===== src/rtl/core/slal_pkg.sv =====
// ----------------------------------------------------------------------------
// Segment list allocator package
// Shared constants, state codes, cell commands and status codes.
// ----------------------------------------------------------------------------
package slal_pkg;

  localparam int MAX_SEGMENTS_DEF = 64;
  localparam int SIZE_BITS_DEF    = 16;
  localparam int OWNER_W          = 8;
  localparam int STATUS_W         = 3;
  localparam int MEM_SIZE_RST     = 4096;

  typedef enum logic [1:0] {
    ST_IDLE,
    ST_LOOK,
    ST_APPLY
  } state_t;

  typedef enum logic [2:0] {
    OP_HOLD,
    OP_INIT,
    OP_WRITE,
    OP_SPLIT,
    OP_CLOSE1,
    OP_CLOSE2
  } cell_op_t;

  typedef enum logic [STATUS_W-1:0] {
    STAT_OK         = 3'd0,
    STAT_BAD_INDEX  = 3'd1,
    STAT_TOO_SMALL  = 3'd2,
    STAT_NOT_FREE   = 3'd3,
    STAT_ALREADY    = 3'd4,
    STAT_TABLE_FULL = 3'd5
  } status_t;

endpackage


===== src/rtl/core/slal_cell.sv =====
// ----------------------------------------------------------------------------
// Segment table cell
// Holds one table entry, shifts with its neighbors on insert and remove,
// and offers its entry when it sits at or beside the looked-up position.
// ----------------------------------------------------------------------------
module slal_cell import slal_pkg::*; #(
  parameter int MAX_SEGMENTS = MAX_SEGMENTS_DEF,
  parameter int SIZE_BITS    = SIZE_BITS_DEF,
  parameter int POS          = 0
) (
  input  logic                                  clk,
  input  logic                                  rst_n,
  input  cell_op_t                              op,
  input  logic [$clog2(MAX_SEGMENTS)-1:0]       wpos,
  input  logic [SIZE_BITS+OWNER_W:0]            wdata,
  input  logic [SIZE_BITS+OWNER_W:0]            wdata2,
  input  logic [SIZE_BITS+OWNER_W:0]            left_q,
  input  logic [SIZE_BITS+OWNER_W:0]            right1_q,
  input  logic [SIZE_BITS+OWNER_W:0]            right2_q,
  input  logic [$clog2(MAX_SEGMENTS)-1:0]       look_pos,
  output logic [SIZE_BITS+OWNER_W:0]            q,
  output logic [SIZE_BITS+OWNER_W:0]            sel_cur,
  output logic [SIZE_BITS+OWNER_W:0]            sel_prev,
  output logic [SIZE_BITS+OWNER_W:0]            sel_next
);

  localparam int IW = $clog2(MAX_SEGMENTS);
  localparam int EW = SIZE_BITS + 1 + OWNER_W;
  localparam logic [IW:0] POS_X = (IW+1)'(POS);
  localparam logic [EW-1:0] RST_Q =
    (POS == 0) ? {SIZE_BITS'(MEM_SIZE_RST), 1'b1, OWNER_W'(0)} : '0;

  logic [EW-1:0] q_r;
  logic [EW-1:0] q_nxt;
  logic [IW:0]   wpos_x;
  logic [IW:0]   look_x;
  logic          at;
  logic          at1;
  logic          gt;
  logic          gt1;

  assign wpos_x = {1'b0, wpos};
  assign look_x = {1'b0, look_pos};
  assign at     = (POS_X == wpos_x);
  assign at1    = (POS_X == wpos_x + (IW+1)'(1));
  assign gt     = (POS_X > wpos_x);
  assign gt1    = (POS_X > wpos_x + (IW+1)'(1));

  always_comb begin
    q_nxt = q_r;
    case (op)
      OP_INIT: begin
        q_nxt = (POS == 0) ? wdata : '0;
      end
      OP_WRITE: begin
        if (at) begin
          q_nxt = wdata;
        end
      end
      OP_SPLIT: begin
        if (at) begin
          q_nxt = wdata;
        end else if (at1) begin
          q_nxt = wdata2;
        end else if (gt1) begin
          q_nxt = left_q;
        end
      end
      OP_CLOSE1: begin
        if (at) begin
          q_nxt = wdata;
        end else if (gt) begin
          q_nxt = right1_q;
        end
      end
      OP_CLOSE2: begin
        if (at) begin
          q_nxt = wdata;
        end else if (gt) begin
          q_nxt = right2_q;
        end
      end
      default: begin
        q_nxt = q_r;
      end
    endcase
  end

  always_ff @(posedge clk) begin
    if (!rst_n) begin
      q_r <= RST_Q;
    end else begin
      q_r <= q_nxt;
    end
  end

  assign q        = q_r;
  assign sel_cur  = (POS_X == look_x) ? q_r : '0;
  assign sel_prev = (POS_X + (IW+1)'(1) == look_x) ? q_r : '0;
  assign sel_next = (POS_X == look_x + (IW+1)'(1)) ? q_r : '0;

endmodule

===== config.mk =====
export PLATFORM = sky130hd
export DESIGN_NAME = slal_cell
export DESIGN_NICKNAME = d
export VERILOG_FILES = /design/src/rtl/core/slal_pkg.sv /design/src/rtl/core/slal_cell.sv
export SDC_FILE = /design/constraint.sdc
export NUM_CORES = 1
export LEC_CHECK = 0
export BUFFER_PORTS_ARGS = -buffer_cell sky130_fd_sc_hd__buf_2
export CAP_MARGIN = 20
export CORE_ASPECT_RATIO = 0.9
export CORE_MARGIN = 5
export CORE_UTILIZATION = 39
export DETAILED_ROUTE_END_ITERATION = 12
export MAX_ROUTING_LAYER = met4
export PLACE_DENSITY = 0.83
export SLEW_MARGIN = 20
export SYNTH_ARGS = -nofsm -noshare
export SYNTH_HDL_FRONTEND = slang
export SYNTH_SLANG_ARGS = --single-unit

===== constraint.sdc =====
create_clock -name clk -period 2 [get_ports clk]
set_input_delay 0.2 -clock clk [delete_from_list [all_inputs] [get_ports clk]]
set_output_delay 0.2 -clock clk [all_outputs]
set_load 0.02 [all_outputs]

; ---- After elaboration in Yosys (flattened, before gate mapping)
; Cells that the tools add are included.
[op_classes]
bitwise_logic = 0
n_reduce_logical = 6
shifts = 0
mul = 0
n_addsub = 2
muxes = 12
div_mod_pow = 0
n_eq_ne = 10
n_lt_le_gt_ge = 2
[op_table]
columns = cell, n
row1 = 25-bit two-way mux, 11
row2 = 25-bit case mux with 5 select lines, 1
row3 = 7-bit zero test, 4
row4 = 6-bit by 1-bit adder with 7-bit output (second input constant), 2
row5 = 1-bit by 7-bit greater-than comparator with 1-bit output (first input constant), 1
row6 = 1-bit by 6-bit equality test with 1-bit output (first input constant), 1
row7 = 3-bit by 2-bit equality test with 1-bit output (second input constant), 2
row8 = 3-bit equality test (second input constant), 2
row9 = 1-bit by 6-bit greater-than comparator with 1-bit output (first input constant), 1
row10 = 3-bit inequality test (second input constant), 2
row11 = 5-bit AND reduction, 1
row12 = 5-bit nonzero test, 1
row13 = 4-bit inequality test (second input constant), 1
row14 = 3-bit by 1-bit equality test with 1-bit output (second input constant), 1
row15 = 2-bit inequality test (second input constant), 1
[word_totals]
latch_bits = 0
output_inout_bits = 100
inputBits = 142
rom_bits = 0
ram_bits = 0
n_memories = 0
register_bits = 25

; ---- Longest topological paths before layout
; Gate-level depths: netlist of run 1.
[logic_depth]
word_depth = 6
mapped_depth = 9
depth_no_buf = 7

; ---- Least setup slack after synthesis of run 1
; OpenSTA, ideal clock, no wires.
[synth_path]
path_kind = input port to output port
startpoint = in look_pos[1]
endpoint = out sel_prev[10]
n_path_buf = 1
t_arrival_ps = 1431
path_slack_ps = 369
stages = 4
path_cell_list = or4_4 -> nor3b_4 -> clkbuf_2 -> and2_1
[synth_between]
elab_chain_cells = 2
[synth_lines]
columns = element, line
row1 = start: declaration, slal_cell.sv:20  ; input logic [$clog2(MAX_SEGMENTS)-1:0] look_pos,
row2 = 1-bit by 6-bit equality test with 1-bit output, slal_cell.sv:99  ; assign sel_prev = (POS_X + (IW+1)'(1) == look_x) ? q_r : '0;
row3 = 25-bit two-way mux, slal_cell.sv:99
row4 = end: declaration, slal_cell.sv:23  ; output logic [SIZE_BITS+OWNER_W:0] sel_prev,
; No other way between the ends.

; ---- Final worst setup path of run 1
[layout_path]
startpoint = in look_pos[1]
endpoint = out sel_prev[23]
; The elaborated chain is that of the path after synthesis.

==> out/summary.txt, run 1 <==
Status = finished, final reports clean
Max_cap viols = 0
Pint = 933 µW
Ports = 242
Die H = 89.0 µm
XOR/XNOR Fraction of Synth Area = 0
Clock latency on the worst-skew pair = 0.27 ns
Peak Freq = 537 MHz
Routed wire per std cell = 15.7 µm
Adder-Cell Fraction of Synth Area = 0.00925
Most frequent CP cell = buf_2
Async S/R FF share, synth = 0
CP startpoint kind = input pin
Pin count of the biggest net entering global routing = 51
H-tree Lvls = 1
Fin crit period = 1.86 ns
Final setup fails = 0
Final Slew Violations = 0
Ys flop type = dfxtp_1
Global route overflow = 0
Synth Warn # = 0
Initial Utilization = 0.406
Tot GR Track Use = 0.217
Netlist cell types = 40
Pre-Repair DR Iteration Count = 4
Resized cells post-CTS = 0
Gp weighted congestion = 0.883
CP max stage delay = 0.57 ns
Post-Syn Instances = 332
Worst path buffer plus inverter count = 3
Critical Path RT = 1.80 ns
DR DRC count = 0
Static leakage = 0.00225 µW
Via density = 4.98
First-pass GRT wire length = 15100 µm
P&R area growth vs syn = 41.3%
WHS = 0.259 ns
Antenna diode count = 0
Sequential power share = 0.389
Hold buffer count at CTS = 0
Setup TNS Final = 0 ns
Clock Power Share = 0.211
Max IR drop VDD = 300 µV
Max reg flops = 25
IO buf count = 216
CP Class = in2out
Switching fraction of total power = 0.350
Post-layout nets = 684
Final period utilization = 0.931
Final ANT Viol Nets = 0
Detailed Place HPWL = 7970 µm
Final Skew = 0 ns
Mapped Area = 2710 µm²
Layout cells sized above 1 = 0.453
CP endpoint kind = primary output
Largest family of logic cells by synthesized area = multiplexers
Power per cell area = 375 nW/µm²
Initial DRC Count = 62
Postcts setup bufs = 0
Die area = 8700 µm²
Vias in the first global route = 3099
Cell with the largest stage delay on the worst path = or4_4
Syn Area/Cell = 8.15 µm²
Crit path max-delay family = simple AND/OR/NAND/NOR gates
Simple-Gate Fraction of Synth Area = 0.208
Final wirelength = 9880 µm
TritonCTS sink count = 25
Crit path DAT = 1.66 ns
Register area share after synthesis = 0.185
CTS max path bufs = 2
Number of synthesized flops with an enable pin = 0
Via Count = 3134
Clk Tree Root Cell = clkbuf_8
Power share of the combinational group = 0.400
Core area = 6660 µm²
Row count = 28
Chip width = 97.8 µm
Switching power = 502 µW
Hold Fails Final Rpt = 0
Synth Area in Compound Gates = 0.197
Worst path cell trace = buf_2, or4_4, nor3b_4, buf_4, and2_1, buf_2
Yosys reg bits = 25
Crit Path Max Fanout = 21
Num CTS Buffers = 3
Tightest Hold Check Type = in2reg
Post-synthesis mux area share = 0.266
Initial antenna violation count = 0
CTS tree = done
RSZ-0062 raised after global routing = no
Clock transition at path regs = 0.09 ns
==> worst paths after layout <==
path                                    startpoint                 end  slack, ns  cells past startpoint
worst max-delay path                   look_pos[1]        sel_prev[23]       0.14                      6
worst min-delay path                     wdata[21]  q[21]$_SDFFE_PN1P_       0.26                      3
worst max register to register  q[21]$_SDFFE_PN1P_  q[21]$_SDFFE_PN1P_       1.25                      2
worst min register to register   q[7]$_SDFFE_PN0P_   q[7]$_SDFFE_PN0P_       0.55                      2
==> cell families (layout without fill, tap and decap cells) <==
kind of cell | count (synthesis) | in the layout
simple gates | 94 | 94
compound gates | 84 | 84
mux | 72 | 72
buf+inv | 54 | 237
flops | 25 | 25
fa+ha+maj | 2 | 2
other cells | 1 | 25
==> power by group through the flow <==
stage | Combinational, µW | Sequential [µW] | Clock, µW
floorplan | 347 | 597 | 0
global route | 624 | 563 | 352
global placement | 556 | 568 | 0
detailed placement | 571 | 568 | 0
finish | 573 | 558 | 303
CTS | 573 | 558 | 323
==> worst min-delay path: stages <==
cell,delay (ns)
buf_2,0.07
o21ai_1,0.06
o221ai_1,0.15
==> stage by stage <==
step	total power [µW]	util	instances	worst slack, ns	instance area [µm²]
CTS	1450	0.574	629	0.139	3820
global placement	1120	0.567	625	0.202	3770
global route	1540	0.574	629	0.0533	3820
finish	1430	0.574	629	0.138	3820
floorplan	944	-	356	0.369	2800
detailed placement	1140	0.567	625	0.0395	3770
==> cell type report <==
class                           instances  area (µm²)
Inverter                                5        18.8
Timing Repair Buffer                  228        1200
Tap cell                               90         113
Clock buffer                            3        41.3
Clock inverter                          1        5.00
Multi-Input combinational cell        277        1950
Fill cell                             617        2840
Sequential cell                        25         500
==> placed cells by master, fill, tap and decap left out, types with 4 or more instances in the layout <==
cell / n
a21oi_1: 23
buf_2: 216
dfxtp_1: 25
conb_1: 25
buf_4: 10
nor2_1: 23
o21ai_0: 8
inv_1: 5
and2_1: 50
o21ai_1: 17
o21a_1: 23
nand2_1: 4
mux2i_1: 72
==> metal layers <==
| layer | wire, µm | vias to the layer above | part of all wire | track usage |
|---|---|---|---|---|
| li1 | - | 1535 | - | - |
| met1 | 3930 | 1416 | 0.40 | 0.252 |
| met2 | 4920 | 168 | 0.50 | 0.384 |
| met3 | 868 | 15 | 0.088 | 0.0499 |
| met4 | 160 | 0 | 0.016 | 0.0566 |
| met5 | 0 | - | 0 | - |
==> cells in the mapped netlist, drive strengths merged, types with 2 or more instances <==
cell type	count	area (µm²)
mux2i	72	721
and2	50	313
buf	38	297
a21oi	25	133
dfxtp	25	500
o21ai	25	125
nor2	23	86.3
o21a	23	173
clkbuf	11	43.8
inv	5	18.8
nand2	4	15.0
nor2b	3	18.8
nor4	3	18.8
o221ai	3	32.5
a31o	2	17.5
ha	2	25.0
nand3b	2	15.0
nor3	2	26.3
Note: power is estimated with default switching activity, not from simulation.
==> run 2, diff against run 1 <==
--- a/config.mk
+++ b/config.mk
@@ -7,12 +7,14 @@
 export LEC_CHECK = 0
 export BUFFER_PORTS_ARGS = -buffer_cell sky130_fd_sc_hd__buf_2
 export CAP_MARGIN = 20
+export CELL_PAD_IN_SITES_DETAIL_PLACEMENT = 1
+export CELL_PAD_IN_SITES_GLOBAL_PLACEMENT = 1
 export CORE_ASPECT_RATIO = 0.9
 export CORE_MARGIN = 5
-export CORE_UTILIZATION = 39
+export CORE_UTILIZATION = 25
 export DETAILED_ROUTE_END_ITERATION = 12
 export MAX_ROUTING_LAYER = met4
-export PLACE_DENSITY = 0.83
+export PLACE_DENSITY_LB_ADDON = 0.1
 export SLEW_MARGIN = 20
 export SYNTH_ARGS = -nofsm -noshare
 export SYNTH_HDL_FRONTEND = slang
==> constraint.sdc (replaced) <==
create_clock -name clk -period 2 [get_ports clk]
set_input_delay 0.4 -clock clk [delete_from_list [all_inputs] [get_ports clk]]
set_output_delay 0.4 -clock clk [all_outputs]
set_load 0.02 [all_outputs]
==> run 2 against run 1 <==
Compared with the run above:
- the run now ends with negative setup slack left
- global-route usage down 3.8 points
- worst setup slack worse by 0.39 ns
- register-to-register slack about the same
- power up 14%
- sequential share of layout area down 2.0 points
- sequential power about the same
- count of clock-buffer cells in the layout unchanged
- routed wire length up 22%
- first-iteration DRC count up 76%
- largest power group unchanged
==> out/summary.txt, run 2 (synthesis gave the netlist of run 1 again) <==
Tightest Hold Check Type = in2reg
Max_cap viols = 0
FF-to-FF End = q[8]$_SDFFE_PN1P_
Final instance area = 4510 µm²
Final Skew = 0 ns
Final setup fails = 48
Max IR drop VDD = 319 µV
Clk Tree Root Cell = clkbuf_16
Tot GR Track Use = 0.179
Post-layout nets = 694
Layout cells sized above 1 = 0.550
Highest-count cells in the layout ignoring fill and taps = buf_2 (167), mux2i_1 (72), buf_6 (50)
Via Count = 3191
Cells after DPL = 674
Final Slew Violations = 0
Clock transition at path regs = 0.07 ns
Fin util = 0.421
CTS tree = done
Levels on crit path = 7
Hold Fails Final Rpt = 0
Num CTS Buffers = 3
TritonCTS sink count = 25
CTS max path bufs = 2
P&R area growth vs syn = 66.8%
Peak Freq = 445 MHz
Crit Path Max Fanout = 10
Fin crit period = 2.25 ns
CP endpoint kind = primary output
CP max stage delay = 0.57 ns
Area after DPL = 3960 µm²
Gp weighted congestion = 0.709
Initial DRC Count = 109
IO buf count = 216
Finished Layout Cells = 682
Die H = 109 µm
Static leakage = 0.00244 µW
Cell with the largest stage delay on the worst path = or4_4
WHS = 0.443 ns
Fillers = 1324
Crit path DAT = 1.85 ns
Pin count of the biggest net entering global routing = 27
Via density = 4.68
Critical Path RT = 1.60 ns
Final wirelength = 12000 µm
Global route overflow = 0
Routed wire per std cell = 17.7 µm
RSZ-0062 raised after global routing = yes
Detailed Place HPWL = 9160 µm
Final period utilization = 1.12
Max reg flops = 25
Setup TNS Final = -9.34 ns
Crit path max-delay family = simple AND/OR/NAND/NOR gates
Final ANT Viol Nets = 0
Worst reg2reg startpoint = q[8]$_SDFFE_PN1P_
Initial antenna violation count = 0
R2r worst-path depth = 2
CP Launch Point = look_pos[4]
Ports = 242
CP startpoint kind = input pin
Most frequent CP cell = buf_6
Die area = 13000 µm²
Pre-Repair DR Iteration Count = 4
Worst Setup Slack, final = -0.248 ns
Antenna diode count = 0
Chip width = 120 µm
R2R Setup Slk = 1.26 ns
Status = finished with violations
Worst path cell trace = buf_6, or4_4, nor3b_4, buf_6, clkbuf_16, and2_2, buf_6
First-pass GRT wire length = 18000 µm
H-tree Lvls = 1
Row count = 36
Failing checks = negative setup slack
Vias in the first global route = 3470
Worst path buffer plus inverter count = 4
Most common cell after layout, fill and taps aside = buf_2
Initial Utilization = 0.252
DR DRC count = 0
CP Class = in2out
Critical Path End = sel_prev[23]
Clock latency on the worst-skew pair = 0.26 ns
Power per cell area = 361 nW/µm²
Core area = 10700 µm²
==> run 2: changes by cell type in the layout (fill, tap and decap cells not counted), sizes merged <==
cell	delta
buf	+9
clkbuf	+1
==> run 2: area by class of cell <==
| type | instances | area [µm²] | share of cell area |
|---|---|---|---|
| inverters | 5 | 18.8 | 0.00416 |
| multi-input cells | 277 | 2070 | 0.458 |
| well taps | 133 | 166 | 0.0369 |
| flip-flops and latches | 25 | 500 | 0.111 |
| repair buffers | 238 | 1680 | 0.372 |
| clock buffers | 3 | 75.1 | 0.0166 |
| clock inverters | 1 | 5.00 | 0.00111 |
==> run 2: worst min path at each step <==
stage	cells after the start	slack, ns	from	endpoint
after floorplan	2	0.54	rst_n	q[10]$_SDFFE_PN0P_
after global placement	2	0.54	q[5]$_SDFFE_PN0P_	q[5]$_SDFFE_PN0P_
after detailed placement	2	0.55	q[5]$_SDFFE_PN0P_	q[5]$_SDFFE_PN0P_
after CTS	3	0.44	wdata[21]	q[21]$_SDFFE_PN1P_
after global routing	3	0.51	wdata[21]	q[21]$_SDFFE_PN1P_
final	3	0.44	wdata[21]	q[21]$_SDFFE_PN1P_
==> run 2: tightest hold or removal path, cell delays in order <==
cell and delay, ns:
buf_2 0.08, o21ai_1 0.06, o221ai_1 0.13
==> run 2: repair_timing <==
item	4_1_cts	5_1_grt
resized for setup	109	37
pin swaps	3	1
cloned	1	1
setup endpoints to repair	48	50
setup buffers	1	1
hold buffers	0	0
==> run 2: layer usage <==
| layer | part of all wire | vias up | GRT usage |
|---|---|---|---|
| li1 | - | 1554 | - |
| met1 | 0.42 | 1520 | 0.213 |
| met2 | 0.53 | 113 | 0.331 |
| met3 | 0.040 | 4 | 0.0254 |
| met4 | 0.0066 | 0 | 0.0237 |
| met5 | 0 | - | - |
==> run 2: power breakdown <==
| group | total (µW) | switching [µW] | leakage, µW | internal (µW) |
|---|---|---|---|---|
| logic | 596 | 318 | 0.00219 | 278 |
| registers | 561 | 32.5 | 0.000205 | 528 |
| clock network | 471 | 201 | 0.0000409 | 270 |
| total | 1630 | 551 | 0.00244 | 1080 |
==> run 2: stage by stage <==
step	total power, µW	setup slack [ns]
detailed placement	1160	-0.318
finish	1630	-0.248
floorplan	944	-0.00918
global placement	1140	-0.309
CTS	1640	-0.224
global route	1730	-0.289
==> run 3, diff against run 2 <==
--- a/config.mk
+++ b/config.mk
@@ -14,7 +14,7 @@
 export CORE_UTILIZATION = 25
 export DETAILED_ROUTE_END_ITERATION = 12
 export MAX_ROUTING_LAYER = met4
-export PLACE_DENSITY_LB_ADDON = 0.1
+export PLACE_DENSITY = 0.9
 export SLEW_MARGIN = 20
 export SYNTH_ARGS = -nofsm -noshare
 export SYNTH_HDL_FRONTEND = slang
==> run 3 against run 2 <==
Compared with the run above:
- the flow still finishes with violations (negative setup slack)
- final cell count unchanged
- design area down 5.0%
- clock power fell by 1%
- combinational power rose by 3.5%
- critical path type unchanged
- largest cell class unchanged
- clock skew unchanged
- sequential power about the same
- worst setup slack improved by 0.020 ns
- global-route usage rose by 0.40 points
- sequential share of layout area grew 0.59 points
- power is 0.81% higher
==> out/summary.txt, run 3 (synthesis gave the netlist of run 1 again) <==
Status = finished with violations
Failing checks = negative setup slack
Fin crit period = 2.23 ns
Clk Tree Root Cell = clkbuf_16
Max_cap viols = 0
Tightest Hold Check Type = in2reg
Max IR drop VDD = 372 µV
Layout cells sized above 1 = 0.545
Ports = 242
Setup TNS Final = -8.68 ns
CP endpoint kind = primary output
Pint = 1080 µW
Power share of the combinational group = 0.376
Pin count of the biggest net entering global routing = 27
Num CTS Buffers = 3
Chip width = 120 µm
Switching power = 563 µW
Global route overflow = 0
First-pass GRT wire length = 18500 µm
Power per cell area = 383 nW/µm²
Gp weighted congestion = 0.851
Final setup fails = 49
Antenna diode count = 0
CP max stage delay = 0.57 ns
CP startpoint kind = input pin
Tot GR Track Use = 0.183
Initial Utilization = 0.252
Final instance area = 4290 µm²
Hold buffer count at CTS = 0
Peak Freq = 449 MHz
Vias in the first global route = 3530
Most frequent CP cell = buf_6
Worst path buffer plus inverter count = 4
Final wirelength = 12800 µm
Final Skew = 0 ns
Worst reg2reg startpoint = q[8]$_SDFFE_PN1P_
Initial antenna violation count = 0
Post-layout nets = 694
Hold Path Depth = 3
Fillers = 1338
H-tree Lvls = 1
Clock latency on the worst-skew pair = 0.26 ns
Row count = 36
R2R Setup Slk = 1.24 ns
Highest-count cells in the layout ignoring fill and taps = buf_2 (178), mux2i_1 (72), and2_2 (35)
IO buf count = 216
Flip-flop and latch area = 500 µm²
Crit path DAT = 1.83 ns
FF-to-FF End = q[8]$_SDFFE_PN1P_
Core area = 10700 µm²
CTS max path bufs = 2
Static leakage = 0.00238 µW
Worst Setup Slack, final = -0.228 ns
Switching fraction of total power = 0.343
Cell with the largest stage delay on the worst path = or4_4
RSZ-0062 raised after global routing = yes
WHS = 0.450 ns
Area after DPL = 3960 µm²
CTS tree = done
Final ANT Viol Nets = 0
Detailed Place HPWL = 10200 µm
CP Class = in2out
Multi-input gate area = 2040 µm²
Final total power = 1640 µW
Critical Path RT = 1.60 ns
R2r worst-path depth = 2
Hold Path Sink = q[21]$_SDFFE_PN1P_
DR DRC count = 0
Via density = 4.77
Worst path cell trace = buf_6, or4_4, nor3_4, buf_4, buf_6, and2_2, clkbuf_4
Clock Power Share = 0.284
Final period utilization = 1.11
Routed wire per std cell = 18.8 µm
Final Slew Violations = 0
Crit Path Max Fanout = 6
Die area = 13000 µm²
Via Count = 3256
Hold Startpoint = wdata[21]
Die H = 109 µm
Crit path max-delay family = simple AND/OR/NAND/NOR gates
P&R area growth vs syn = 58.4%
Hold Fails Final Rpt = 0
Most common cell after layout, fill and taps aside = buf_2
Pre-Repair DR Iteration Count = 4
Clock transition at path regs = 0.07 ns
TritonCTS sink count = 25
Max reg flops = 25
Sequential power share = 0.340
Initial DRC Count = 102
run 3: cell types whose count changed in the layout (fill, tap and decap cells not counted), moves of 2 or more:
cell,change
buf_12,-2
buf_2,+11
and2_1,+4
and2_4,-29
and2_2,+25
buf_6,-28
buf_4,+22
buf_8,-3
run 3: metrics by stage:
stage / setup WS, ns / util / instances
6_report: -0.228 / 0.400 / 682
5_1_grt: -0.257 / 0.400 / 682
4_1_cts: -0.208 / 0.378 / 679
3_5_place_dp: -0.217 / 0.369 / 675
3_3_place_gp: -0.170 / 0.369 / 675
2_1_floorplan: -0.00918 / - / 356
run 3: cell type report:
type,instances,share of cell area
clock inverter,1,0.00117
clock buffer,3,0.0175
tap,133,0.0388
sequential,25,0.117
multi-input combinational,277,0.476
timing repair buffer,238,0.346
inverter,5,0.00438
run 3: tightest hold or removal path, stage by stage:
cell and delay, ns:
buf_2 0.08, o21ai_1 0.06, o221ai_1 0.14
run 3: timing repair:
| action | CTS | global route |
|---|---|---|
| gates cloned | 0 | 1 |
| setup buffers | 0 | 2 |
| resized for setup | 4 | 70 |
| endpoints found under the setup margin | 50 | 50 |
run 3: how the worst max path moves through the flow:
| stage | from | to | slack, ns | cells after the start |
|---|---|---|---|---|
| 6_report | look_pos[1] | sel_cur[4] | -0.23 | 7 |
| 5_1_grt | look_pos[1] | sel_cur[17] | -0.26 | 7 |
| 4_1_cts | look_pos[1] | sel_prev[14] | -0.21 | 6 |
| 3_5_place_dp | look_pos[1] | sel_cur[4] | -0.22 | 6 |
| 3_3_place_gp | look_pos[1] | sel_prev[5] | -0.17 | 6 |
| 2_1_floorplan | look_pos[1] | sel_cur[21] | -0.009 | 2 |
run 3: power groups by stage:
stage	combinational [µW]	sequential (µW)	clock [µW]
2_1_floorplan	347	597	0
3_3_place_gp	579	568	0
3_5_place_dp	603	569	0
4_1_cts	606	558	493
5_1_grt	671	565	507
6_report	617	559	466
run 3: metal layers:
layer	wire length, µm	share of wire	vias up	global-route usage
met3	764	0.060	14	0.0348
met5	0	0	-	-
met1	4960	0.39	1557	0.206
met4	151	0.012	0	0.0360
met2	6910	0.54	138	0.340
li1	-	-	1547	-
